===== src/rtl/nrc_pkg.sv =====
// nrc_pkg: shared types and constants for the nearest reference color block.
// Transaction structs, command codes and the sequencer state type.
// No dependencies.
package nrc_pkg;

  localparam int unsigned TableEntriesDef = 32;
  localparam int unsigned IndexW          = 5;
  localparam int unsigned ChanW           = 8;
  localparam int unsigned CountW          = 6;
  localparam int unsigned DistW           = 18;

  localparam logic CMD_LOAD     = 1'b0;
  localparam logic CMD_CLASSIFY = 1'b1;

  typedef enum logic [1:0] {
    ST_IDLE,
    ST_SCAN,
    ST_RESULT
  } nrc_state_e;

  typedef struct packed {
    logic              command;
    logic [IndexW-1:0] entry_index;
    logic [ChanW-1:0]  sensed_r;
    logic [ChanW-1:0]  sensed_g;
    logic [ChanW-1:0]  sensed_b;
    logic [ChanW-1:0]  ideal_r;
    logic [ChanW-1:0]  ideal_g;
    logic [ChanW-1:0]  ideal_b;
  } nrc_item_t;

  typedef struct packed {
    logic              found;
    logic [IndexW-1:0] match_index;
    logic [DistW-1:0]  best_distance_sq;
    logic [ChanW-1:0]  out_r;
    logic [ChanW-1:0]  out_g;
    logic [ChanW-1:0]  out_b;
  } nrc_result_t;

  typedef struct packed {
    logic [ChanW-1:0] sr;
    logic [ChanW-1:0] sg;
    logic [ChanW-1:0] sb;
    logic [ChanW-1:0] ir;
    logic [ChanW-1:0] ig;
    logic [ChanW-1:0] ib;
  } nrc_entry_t;

  typedef struct packed {
    logic [ChanW-1:0] r;
    logic [ChanW-1:0] g;
    logic [ChanW-1:0] b;
  } nrc_rgb_t;

endpackage


===== src/rtl/nearest_reference_color.sv =====
// nearest_reference_color: reference color table with nearest-match search.
// Depends on nrc_pkg (types, command codes, state enum).
//
// Usage
//   Input channel: item_i is taken at a rising edge where start is high and
//   busy is low. A load transaction (command = load) writes one table entry
//   in that cycle; busy stays low, so loads can go back to back. A load whose
//   entry_index is at or beyond TABLE_ENTRIES is dropped.
//   A classify transaction raises busy and walks entries 0 .. n-1, where n is
//   entry_count saturated at TABLE_ENTRIES. One entry is read from the table
//   RAM per cycle; a three-stage loop (RAM read, distance, compare) shares one
//   distance unit and one comparator across all entries.
//   Result channel: result_valid_o is high for exactly one cycle with
//   result_o; the receiver cannot stall, so it must take it then.
//   Result strobe follows the scan; busy drops the cycle after the strobe.
//   The single RAM read port feeds one entry per cycle, so the length of a
//   classify grows with n. Ties resolve to the lowest index (strict
//   less-than compare).
//   Config: cfg_we_i writes entry_count (6 bits); only change it while idle.
//   Reset: asynchronous, active low. Clears entry_count and the sequencer;
//   table contents are undefined until loaded, and searching an unloaded
//   entry gives undefined fields.
module nearest_reference_color #(
  parameter int unsigned TABLE_ENTRIES = nrc_pkg::TableEntriesDef
) (
  input  logic                        clk_i,
  input  logic                        rst_ni,
  input  logic                        start,
  output logic                        busy,
  input  nrc_pkg::nrc_item_t          item_i,
  output logic                        result_valid_o,
  output nrc_pkg::nrc_result_t        result_o,
  input  logic                        cfg_we_i,
  input  logic [nrc_pkg::CountW-1:0]  cfg_wdata_i
);

  // Address and counter widths follow the table depth.
  localparam int unsigned AW = (TABLE_ENTRIES > 1) ? $clog2(TABLE_ENTRIES) : 1;
  localparam int unsigned CW = $clog2(TABLE_ENTRIES + 1);
  // Compare widths wide enough for both operands.
  localparam int unsigned SW = (CW > nrc_pkg::CountW) ? CW : nrc_pkg::CountW;
  localparam int unsigned LW = (CW > nrc_pkg::IndexW) ? CW : nrc_pkg::IndexW;

  // Sequencer state
  nrc_pkg::nrc_state_e state_q, state_d;

  // Config register
  logic [nrc_pkg::CountW-1:0] entry_count_q;

  // Control
  logic          accept;
  logic          classify_go;
  logic          mem_we;
  logic          issue_en;
  logic          upd;
  logic [CW-1:0] issue_cnt_q;
  logic [CW-1:0] n_q, n_d;
  logic          v1_q;   // RAM read data valid
  logic          v2_q;   // distance valid
  logic          have_q; // at least one entry compared

  // Table RAM: one write port (loads), one registered read port (scan)
  nrc_pkg::nrc_entry_t ref_mem_q [TABLE_ENTRIES];
  nrc_pkg::nrc_entry_t rdata_q;
  logic [AW-1:0]       idx1_q;

  // Payload registers
  nrc_pkg::nrc_rgb_t         sample_q;
  logic [nrc_pkg::DistW-1:0] dist_d, dist_q;
  logic [AW-1:0]             idx2_q;
  nrc_pkg::nrc_rgb_t         ideal2_q;
  logic [nrc_pkg::DistW-1:0] best_d_q;
  logic [AW-1:0]             best_idx_q;
  nrc_pkg::nrc_rgb_t         best_rgb_q;

  // Saturation and range checks
  logic [SW-1:0] count_ext;
  logic          load_in_range;

  assign count_ext     = SW'(entry_count_q);
  assign n_d           = (count_ext > SW'(TABLE_ENTRIES)) ? CW'(TABLE_ENTRIES)
                                                          : CW'(count_ext);
  assign load_in_range = LW'(item_i.entry_index) < LW'(TABLE_ENTRIES);

  // Shared distance unit: three 8x8 squares and a sum, one entry per cycle
  logic [nrc_pkg::ChanW-1:0] dr, dg, db;
  logic [2*nrc_pkg::ChanW-1:0] sqr, sqg, sqb;

  assign dr  = (sample_q.r > rdata_q.sr) ? (sample_q.r - rdata_q.sr)
                                         : (rdata_q.sr - sample_q.r);
  assign dg  = (sample_q.g > rdata_q.sg) ? (sample_q.g - rdata_q.sg)
                                         : (rdata_q.sg - sample_q.g);
  assign db  = (sample_q.b > rdata_q.sb) ? (sample_q.b - rdata_q.sb)
                                         : (rdata_q.sb - sample_q.b);
  assign sqr = dr * dr;
  assign sqg = dg * dg;
  assign sqb = db * db;
  assign dist_d = nrc_pkg::DistW'(sqr) + nrc_pkg::DistW'(sqg) + nrc_pkg::DistW'(sqb);

  // Compare stage: first entry always takes, later only on strictly smaller
  assign upd = v2_q && (!have_q || (dist_q < best_d_q));

  // Sequencer: next state and strobes
  always_comb begin
    state_d        = state_q;
    busy           = (state_q != nrc_pkg::ST_IDLE);
    result_valid_o = (state_q == nrc_pkg::ST_RESULT);
    accept         = start && !busy;
    classify_go    = 1'b0;
    mem_we         = 1'b0;
    issue_en       = 1'b0;
    case (state_q)
      nrc_pkg::ST_IDLE: begin
        if (accept) begin
          if (item_i.command == nrc_pkg::CMD_CLASSIFY) begin
            classify_go = 1'b1;
            state_d     = nrc_pkg::ST_SCAN;
          end else begin
            mem_we = load_in_range;
          end
        end
      end
      nrc_pkg::ST_SCAN: begin
        if (issue_cnt_q < n_q) begin
          issue_en = 1'b1;
        end else if (!v1_q && !v2_q) begin
          state_d = nrc_pkg::ST_RESULT;
        end
      end
      nrc_pkg::ST_RESULT: begin
        state_d = nrc_pkg::ST_IDLE;
      end
      default: begin
        state_d = nrc_pkg::ST_IDLE;
      end
    endcase
  end

  always_ff @(posedge clk_i or negedge rst_ni) begin
    if (!rst_ni) begin
      state_q <= nrc_pkg::ST_IDLE;
    end else begin
      state_q <= state_d;
    end
  end

  // Control registers
  always_ff @(posedge clk_i or negedge rst_ni) begin
    if (!rst_ni) begin
      entry_count_q <= '0;
      issue_cnt_q   <= '0;
      n_q           <= '0;
      v1_q          <= 1'b0;
      v2_q          <= 1'b0;
      have_q        <= 1'b0;
    end else begin
      if (cfg_we_i) begin
        entry_count_q <= cfg_wdata_i;
      end
      if (classify_go) begin
        issue_cnt_q <= '0;
        n_q         <= n_d;
      end else if (issue_en) begin
        issue_cnt_q <= issue_cnt_q + 1'b1;
      end
      v1_q <= issue_en;
      v2_q <= v1_q;
      if (classify_go) begin
        have_q <= 1'b0;
      end else if (upd) begin
        have_q <= 1'b1;
      end
    end
  end

  // Table RAM
  always_ff @(posedge clk_i) begin
    if (mem_we) begin
      ref_mem_q[AW'(item_i.entry_index)] <= '{sr: item_i.sensed_r, sg: item_i.sensed_g,
                                             sb: item_i.sensed_b, ir: item_i.ideal_r,
                                             ig: item_i.ideal_g,  ib: item_i.ideal_b};
    end
    if (issue_en) begin
      rdata_q <= ref_mem_q[issue_cnt_q[AW-1:0]];
      idx1_q  <= issue_cnt_q[AW-1:0];
    end
  end

  // Datapath registers
  always_ff @(posedge clk_i) begin
    if (classify_go) begin
      sample_q <= '{r: item_i.sensed_r, g: item_i.sensed_g, b: item_i.sensed_b};
    end
    if (v1_q) begin
      dist_q   <= dist_d;
      idx2_q   <= idx1_q;
      ideal2_q <= '{r: rdata_q.ir, g: rdata_q.ig, b: rdata_q.ib};
    end
    if (upd) begin
      best_d_q   <= dist_q;
      best_idx_q <= idx2_q;
      best_rgb_q <= ideal2_q;
    end
  end

  // Result: empty table passes the sample through
  always_comb begin
    result_o.found = have_q;
    if (have_q) begin
      result_o.match_index      = nrc_pkg::IndexW'(best_idx_q);
      result_o.best_distance_sq = best_d_q;
      result_o.out_r            = best_rgb_q.r;
      result_o.out_g            = best_rgb_q.g;
      result_o.out_b            = best_rgb_q.b;
    end else begin
      result_o.match_index      = '0;
      result_o.best_distance_sq = '0;
      result_o.out_r            = sample_q.r;
      result_o.out_g            = sample_q.g;
      result_o.out_b            = sample_q.b;
    end
  end

`ifndef ASSERT_OFF
  // Result strobe lasts one cycle and then the block frees up
  a_single_strobe: assert property (@(posedge clk_i) disable iff (!rst_ni)
    result_valid_o |=> !result_valid_o && !busy)
    else $error("result strobe longer than one cycle");

  // A classify transaction always makes the block busy
  a_classify_busy: assert property (@(posedge clk_i) disable iff (!rst_ni)
    (start && !busy && item_i.command == nrc_pkg::CMD_CLASSIFY) |=> busy)
    else $error("classify accepted without going busy");

  // A load never starts a search
  a_load_idle: assert property (@(posedge clk_i) disable iff (!rst_ni)
    (start && !busy && item_i.command == nrc_pkg::CMD_LOAD) |=> !busy)
    else $error("load transaction made the block busy");

  // Scan never issues past the saturated entry count
  a_issue_bound: assert property (@(posedge clk_i) disable iff (!rst_ni)
    (state_q == nrc_pkg::ST_SCAN) |-> (issue_cnt_q <= n_q))
    else $error("scan counter ran past entry count");

  // Found only if the table was not empty
  a_found_nonempty: assert property (@(posedge clk_i) disable iff (!rst_ni)
    (result_valid_o && result_o.found) |-> (n_q != '0))
    else $error("match reported for an empty table");
`endif

endmodule

===== config.mk =====
export PLATFORM = sky130hd
export DESIGN_NAME = nearest_reference_color
export DESIGN_NICKNAME = d
export VERILOG_FILES = /design/src/rtl/nrc_pkg.sv /design/src/rtl/nearest_reference_color.sv
export SDC_FILE = /design/constraint.sdc
export NUM_CORES = 2
export LEC_CHECK = 0
export ABC_AREA = 1
export BUFFER_PORTS_ARGS = -buffer_cell sky130_fd_sc_hd__buf_4
export CORE_ASPECT_RATIO = 1.25
export CORE_MARGIN = 2
export CORE_UTILIZATION = 50
export CTS_CLUSTER_SIZE = 16
export DETAILED_ROUTE_END_ITERATION = 8
export PLACE_DENSITY = 0.64
export RECOVER_POWER = 25
export SLEW_MARGIN = 10
export SYNTH_ARGS = -nofsm -noshare
export SYNTH_HDL_FRONTEND = slang
export SYNTH_SLANG_ARGS = --single-unit

===== constraint.sdc =====
create_clock -name clk_i -period 12.4 [get_ports clk_i]
set_input_delay 0.62 -clock clk_i [delete_from_list [all_inputs] [get_ports clk_i]]
set_output_delay 0.62 -clock clk_i [all_outputs]
set_load 0.03 [all_outputs]

# ---- After elaboration in Yosys (flattened, before gate mapping)
# Memories as Yosys holds them, arrays and structs flattened. A register that Yosys moved wholly into a read port is not among the register bits.
# Cells that the tools add are included.
dict set report word_totals {
  ff_bits 146
  mem_bits_rw 1536
  in_bits 64
  out_inout_bits 50
  wordCells 83
  n_memories 1
}
# memory words word_bits rd rd_clocked_by_memory_dff write_ports line_no
set mem_list {}
lappend mem_list {ref_mem_q 32 48 1 1 1 nearest_reference_color.sv:63} ;# nrc_pkg::nrc_entry_t ref_mem_q [TABLE_ENTRIES];
dict set report classes {
  addsub 9
  multipliers 3
  n_lt_le_gt_ge 6
  n_eq_ne 6
  mux 24
  reduce_logical 13
}
# operator count
set op_table {}
lappend op_table {{multiplier 8 x 8 -> 16 bit} 3}
lappend op_table {{subtractor 8 bit} 6}
lappend op_table {{two-way mux 47 bit} 1}
lappend op_table {{greater-than comparator 8 bit} 3}
lappend op_table {{two-way mux 8 bit} 3}
lappend op_table {{adder 17 x 16 -> 18 bit} 1}
lappend op_table {{< comparator 18 bit} 1}
lappend op_table {{two-way mux 6 bit} 3}
lappend op_table {{adder 16 x 16 -> 17 bit} 1}
lappend op_table {{two-way mux 1 bit} 12}
lappend op_table {{two-way mux 2 bit} 4}
lappend op_table {{!= test 2 bit, second input constant} 4}
lappend op_table {{adder 6 x 1 -> 6 bit, second input constant} 1}
lappend op_table {{greater-than comparator 6 bit, second input constant} 1}
lappend op_table {{< comparator 6 bit} 1}
lappend op_table {{nonzero test 2 bit} 3}
lappend op_table {{zero test 1 bit} 4}
lappend op_table {{one-hot mux 2 bit (2 select lines)} 1}
lappend op_table {{AND reduction 4 bit} 1}
lappend op_table {{logical AND 1 bit} 3}
lappend op_table {{equality test 2 x 1 -> 1 bit, second input constant} 1}
lappend op_table {{equality test 2 bit, second input constant} 1}
lappend op_table {{zero test 2 bit} 1}
lappend op_table {{logical OR 1 bit} 1}

# ---- Depth between registers and ports, before layout
dict set report depth {
  ltp_word 7
  ltp_mapped 37
  mapped_depth_nobuf 36
}

# ---- Least setup slack after synthesis
# No wires, ideal clock.
dict set report synth_timing {
  kind {register -> register}
  start {reg, netlist name rdata_q[40]}
  end {reg dist_q[17] (netlist name), data pin}
  setup_time_ns 0.252
  arrival_ns 6.727
  required_ns 12.148
  slack_ns 5.420
  stages_incl_launch_ff 33
  n_path_buf 0
  path_cell_list {edfxtp_1 ha_1 inv_1 fa_1 inv_1 o21ai_1 nand2_1 nand2_1 nand2_1 o21ai_0 nand2_1 nor2_1 inv_1 fa_1 inv_1 fa_1 inv_1 fa_1 fa_1 inv_1 fa_1 inv_1 fa_1 fa_1 inv_1 ha_1 nand2_1 o21ai_0 nand2_1 nand2_1 nand4_1 nand3_1 nand2_1}
}
dict set report synth_between {
  elab_chain_len 5
}
# element line_no
set synth_lines {}
lappend synth_lines {{subtractor 8 bit (tied with other cells)} nearest_reference_color.sv:90} ;# : (rdata_q.sr - sample_q.r);
lappend synth_lines {{two-way mux 8 bit *} nearest_reference_color.sv:89} ;# assign dr = (sample_q.r > rdata_q.sr) ? (sample_q.r - rdata_q.sr)
lappend synth_lines {{multiplier 8 x 8 -> 16 bit *} nearest_reference_color.sv:95} ;# assign sqr = dr * dr;
lappend synth_lines {{adder 16 x 16 -> 17 bit *} nearest_reference_color.sv:98} ;# assign dist_d = nrc_pkg::DistW'(sqr) + nrc_pkg::DistW'(sqg) + nrc_pkg::DistW'(sqb);
lappend synth_lines {{adder 17 x 16 -> 18 bit *} nearest_reference_color.sv:98}
lappend synth_lines {{net dist_d (one bit)} nearest_reference_color.sv:69} ;# logic [nrc_pkg::DistW-1:0] dist_d, dist_q;
lappend synth_lines {{end signal, assigned} nearest_reference_color.sv:195} ;# dist_q <= dist_d;
lappend synth_lines {{end, declared} nearest_reference_color.sv:69}
# Mark *: on every way through the listed nets, which the timed path passes. The rest lies on a longest branch.
# A chain may end at the register's enable or synchronous reset.

# ---- Worst setup path in the final report
dict set report layout_timing {
  start {reg, netlist name rdata_q[40]}
  end {reg dist_q[17] (netlist name), data pin}
}
dict set report layout_between {
  elab_chain_len 5
}
# element line_no
set layout_lines {}
lappend layout_lines {{subtractor 8 bit (tied with other cells)} nearest_reference_color.sv:90}
lappend layout_lines {{two-way mux 8 bit *} nearest_reference_color.sv:89}
lappend layout_lines {{multiplier 8 x 8 -> 16 bit *} nearest_reference_color.sv:95}
lappend layout_lines {{adder 16 x 16 -> 17 bit *} nearest_reference_color.sv:98}
lappend layout_lines {{adder 17 x 16 -> 18 bit *} nearest_reference_color.sv:98}
lappend layout_lines {{net dist_d (one bit)} nearest_reference_color.sv:69}
# Marked as above.

==> key figures <==
STA
  – Setup Skew: 0.0341 ns
  – Slew HR: 7.22%
  – Hold slack: 0.0510 ns
  – TNS Setup: 0 ns
  – Final-report hold violation count: 0
  – Achievable clock frequency: 130 MHz
  – Final Setup Violations: 0
  – RSZ-0062 raised after global routing: false
  – Crit path time final: 7.72 ns
  – Max-slew violations: 0
  – Slew @ Worst Pin: 1.39 ns
  – Final cycle utilization of the critical path: 62.3%

Placed design
  – Number of placed cells counting well taps: 8233
  – Placer Congestion: 0.934
  – Final HPWL DP: 121000 um
  – IO Port Bufs: 113

Logic synthesis
  – Synthesized flop and latch total: 1730
  – Cell taking the most area after synthesis: edfxtp_1
  – Post-Syn Instances: 6357
  – Cell Area, Synth: 76000 um2
  – Syn nets: 6709
  – Largest cells by area after synthesis: edfxtp_1 (67%), nor2_1 (5.3%), nand2_1 (4.4%), o21ai_0 (4.1%), fa_1 (3.6%)
  – Synth cell types: 40
  – Seq/Total Area, Yosys: 68.2%
  – Mean Syn Cell Area: 12.0 um2
  – Syn. warnings: 0
  – Yosys top cell area share: 67.5%

Hold path
  – Hold depth: 3
  – Hold WC Path Type: input port to flop

Final layout
  – Finished Layout Cells: 8534
  – Layout cells sized above 1: 6.98%
  – Area Overhead vs Synth: 10.4%
  – Layout Nets: 6743

Detailed routing
  – Drt first pass iters: 5
  – Drc violations: 0
  – Post-DR vias/cell: 5.76
  – Wirelength, routed: 217000 um
  – Initial DRC count: 5603
  – WL/cell: 25.4 um
  – Final antenna-violating net count: 0
  – Vias: 49200

Clocking
  – CTS H-tree depth: 4
  – Max Root-Sink Buffers: 3
  – Sink Count: 1730
  – CTS tree: yes
  – Clk root buf: clkbuf_16
  – Clock Pin Slew Worst Setup and Hold Paths: 0.06 ns
  – Post-CTS Repair Setup Buffers: 0
  – CTS Buf Count: 163
  – Post-cts sizing count: 0
  – Worst-skew pair later-pin latency: 0.82 ns
  – # hold bufs at CTS: 5

Die
  – Row count: 159
  – Die width: 353 um
  – Ports: 114
  – Initial Util: 50.5%
  – Die H: 440 um
  – Core box area: 151000 um2
  – Die Footprint: 155000 um2

Critical path
  – CP max stage cell: fa_1
  – Crit end category: flop
  – End point of the critical path: dist_q[17]
  – Largest stage delay, worst path: 0.53 ns
  – FF-to-FF End: dist_q[17]
  – Worst reg2reg setup slack: 4.68 ns
  – Arrival @ worst endpoint: 8.27 ns
  – Setup CP Type: flop to flop
  – Worst reg2reg path startpoint: rdata_q[40]
  – Crit path launch type: flop
  – FF-to-FF path depth: 32
  – Worst-path fanout max: 8
  – Beginning of the critical path: rdata_q[40]
  – Critical Path RT: 12.95 ns

Flow run
  – Max Cap Viol: 0

Global routing
  – Antenna violations before repair: 9
  – Largest net degree at the start of global routing: 188
  – Gr usage total: 27.8%
  – Total congestion overflow: 0
  – Number of global-route vias before repair: 47200
  – First-pass GRT wire length: 315000 um

Status
  – Status: completed
-- area by class of cell --
cell class | instances | area [um2]
inverter | 496 | 1880
tap | 2012 | 2520
clock buffer | 200 | 4370
multi-input combinational | 3798 | 20900
clock inverter | 91 | 837
timing repair buffer | 202 | 1460
fill | 12300 | 66700
antenna | 5 | 12.5
sequential | 1730 | 51900
-- through the flow --
step / setup slack, ns / util (%) / area, um2
6_report: 4.68 / 55.7 / 83900
5_1_grt: 4.13 / 55.7 / 83900
4_1_cts: 4.72 / 55.8 / 84000
3_5_place_dp: 4.76 / 52.3 / 78700
3_3_place_gp: 4.72 / 52.3 / 78700
2_1_floorplan: 5.42 / - / 76000
-- flip-flops by register name, indices dropped and copies added (netlist names) --
signal / cells
best_rgb_q: 24
ideal2_q: 24
best_idx_q: 5
v2_q: 1
ref_mem_q: 1536
n_q: 6
count_ext: 6
idx2_q: 5
rdata_q: 48
idx1_q: 5
best_d_q: 18
dist_q: 18
issue_cnt_q: 6
state_q: 2
sample_q: 24
have_q: 1
v1_q: 1
-- cells by family after synthesis --
group / count (synthesis) / share of synthesized area [%]
buffers and inverters: 829 / 4.58
multiplexers: 1 / 0.0148
adder cells (fa/ha/maj): 288 / 6.11
XOR/XNOR: 33 / 0.380
flip-flops: 1730 / 68.2
AND/OR/NAND/NOR: 2275 / 11.9
AO/OA/AOI/OAI: 1201 / 8.80
-- per-layer routing --
layer	wire, um	track usage, %
met4	10700	13.3
met5	50	0
met3	15500	4.09
met1	86900	37.0
met2	104000	45.2
-- cell usage in the layout, fill, tap and decap left out, drive strengths merged --
cell type and instances:
edfxtp 1707, nor2 1080, nand2 892, o21ai 781, inv 496, nand3 238, clkbuf 231, o211ai 197
buf 166, ha 150, fa 138, a21oi 101, o22ai 98, clkinv 74, nand3b 30, xor2 23
dfrtp 23, nand4 14, or2 14, bufinv 13, o21bai 10, xnor2 10, o21a 6, nor3 6
diode 5, dlygate4sd3 5, clkinvlp 4, a21o 3, a21boi 3, and3 1, a31oi 1, a211oi 1
mux2 1
-- worst max-delay path, delay by kind of cell (launching register included) --
family	cells	cell delay, ns
adders and majority gates	10	4.38
and+or+nand+nor	11	1.42
AOI/OAI and AO/OA	3	0.73
buffers and inverters	8	0.51
DFF	1	0.40
-- worst min-delay path by stage --
stage                     to      startpoint  slack (ns)
2_1_floorplan   count_ext[0]          rst_ni        0.32
6_report        count_ext[4]  cfg_wdata_i[4]        0.05
4_1_cts         count_ext[5]  cfg_wdata_i[5]       0.003
5_1_grt         count_ext[5]  cfg_wdata_i[5]        0.04
3_5_place_dp   best_idx_q[3]       idx2_q[3]        0.40
3_3_place_gp   best_idx_q[1]       idx2_q[1]        0.40
-- synth_stat cells --
| library cell | instances |
|---|---|
| a211oi_1 | 1 |
| a21boi_0 | 1 |
| a21boi_1 | 2 |
| a21o_1 | 3 |
| a21oi_1 | 101 |
| a31oi_1 | 1 |
| and3_1 | 1 |
| buf_1 | 37 |
| buf_2 | 61 |
| buf_4 | 18 |
| buf_6 | 27 |
| buf_8 | 2 |
| clkbuf_1 | 188 |
| clkinv_1 | 3 |
| dfrtp_1 | 23 |
| edfxtp_1 | 1707 |
| fa_1 | 138 |
| ha_1 | 150 |
| inv_1 | 485 |
| inv_2 | 8 |
| mux2_2 | 1 |
| nand2_1 | 890 |
| nand2_2 | 2 |
| nand3_1 | 238 |
| nand3b_1 | 30 |
| nand4_1 | 14 |
| nor2_1 | 1079 |
| nor2_2 | 1 |
| nor3_1 | 6 |
| o211ai_1 | 197 |
| o21a_1 | 6 |
| o21ai_0 | 619 |
| o21ai_1 | 161 |
| o21ai_2 | 1 |
| o21bai_1 | 10 |
| o22ai_1 | 98 |
| or2_0 | 1 |
| or2_2 | 13 |
| xnor2_1 | 10 |
| xor2_1 | 23 |
Power is not shown: default switching activity piles up to over one toggle a cycle in this logic, so the estimate is an artifact.
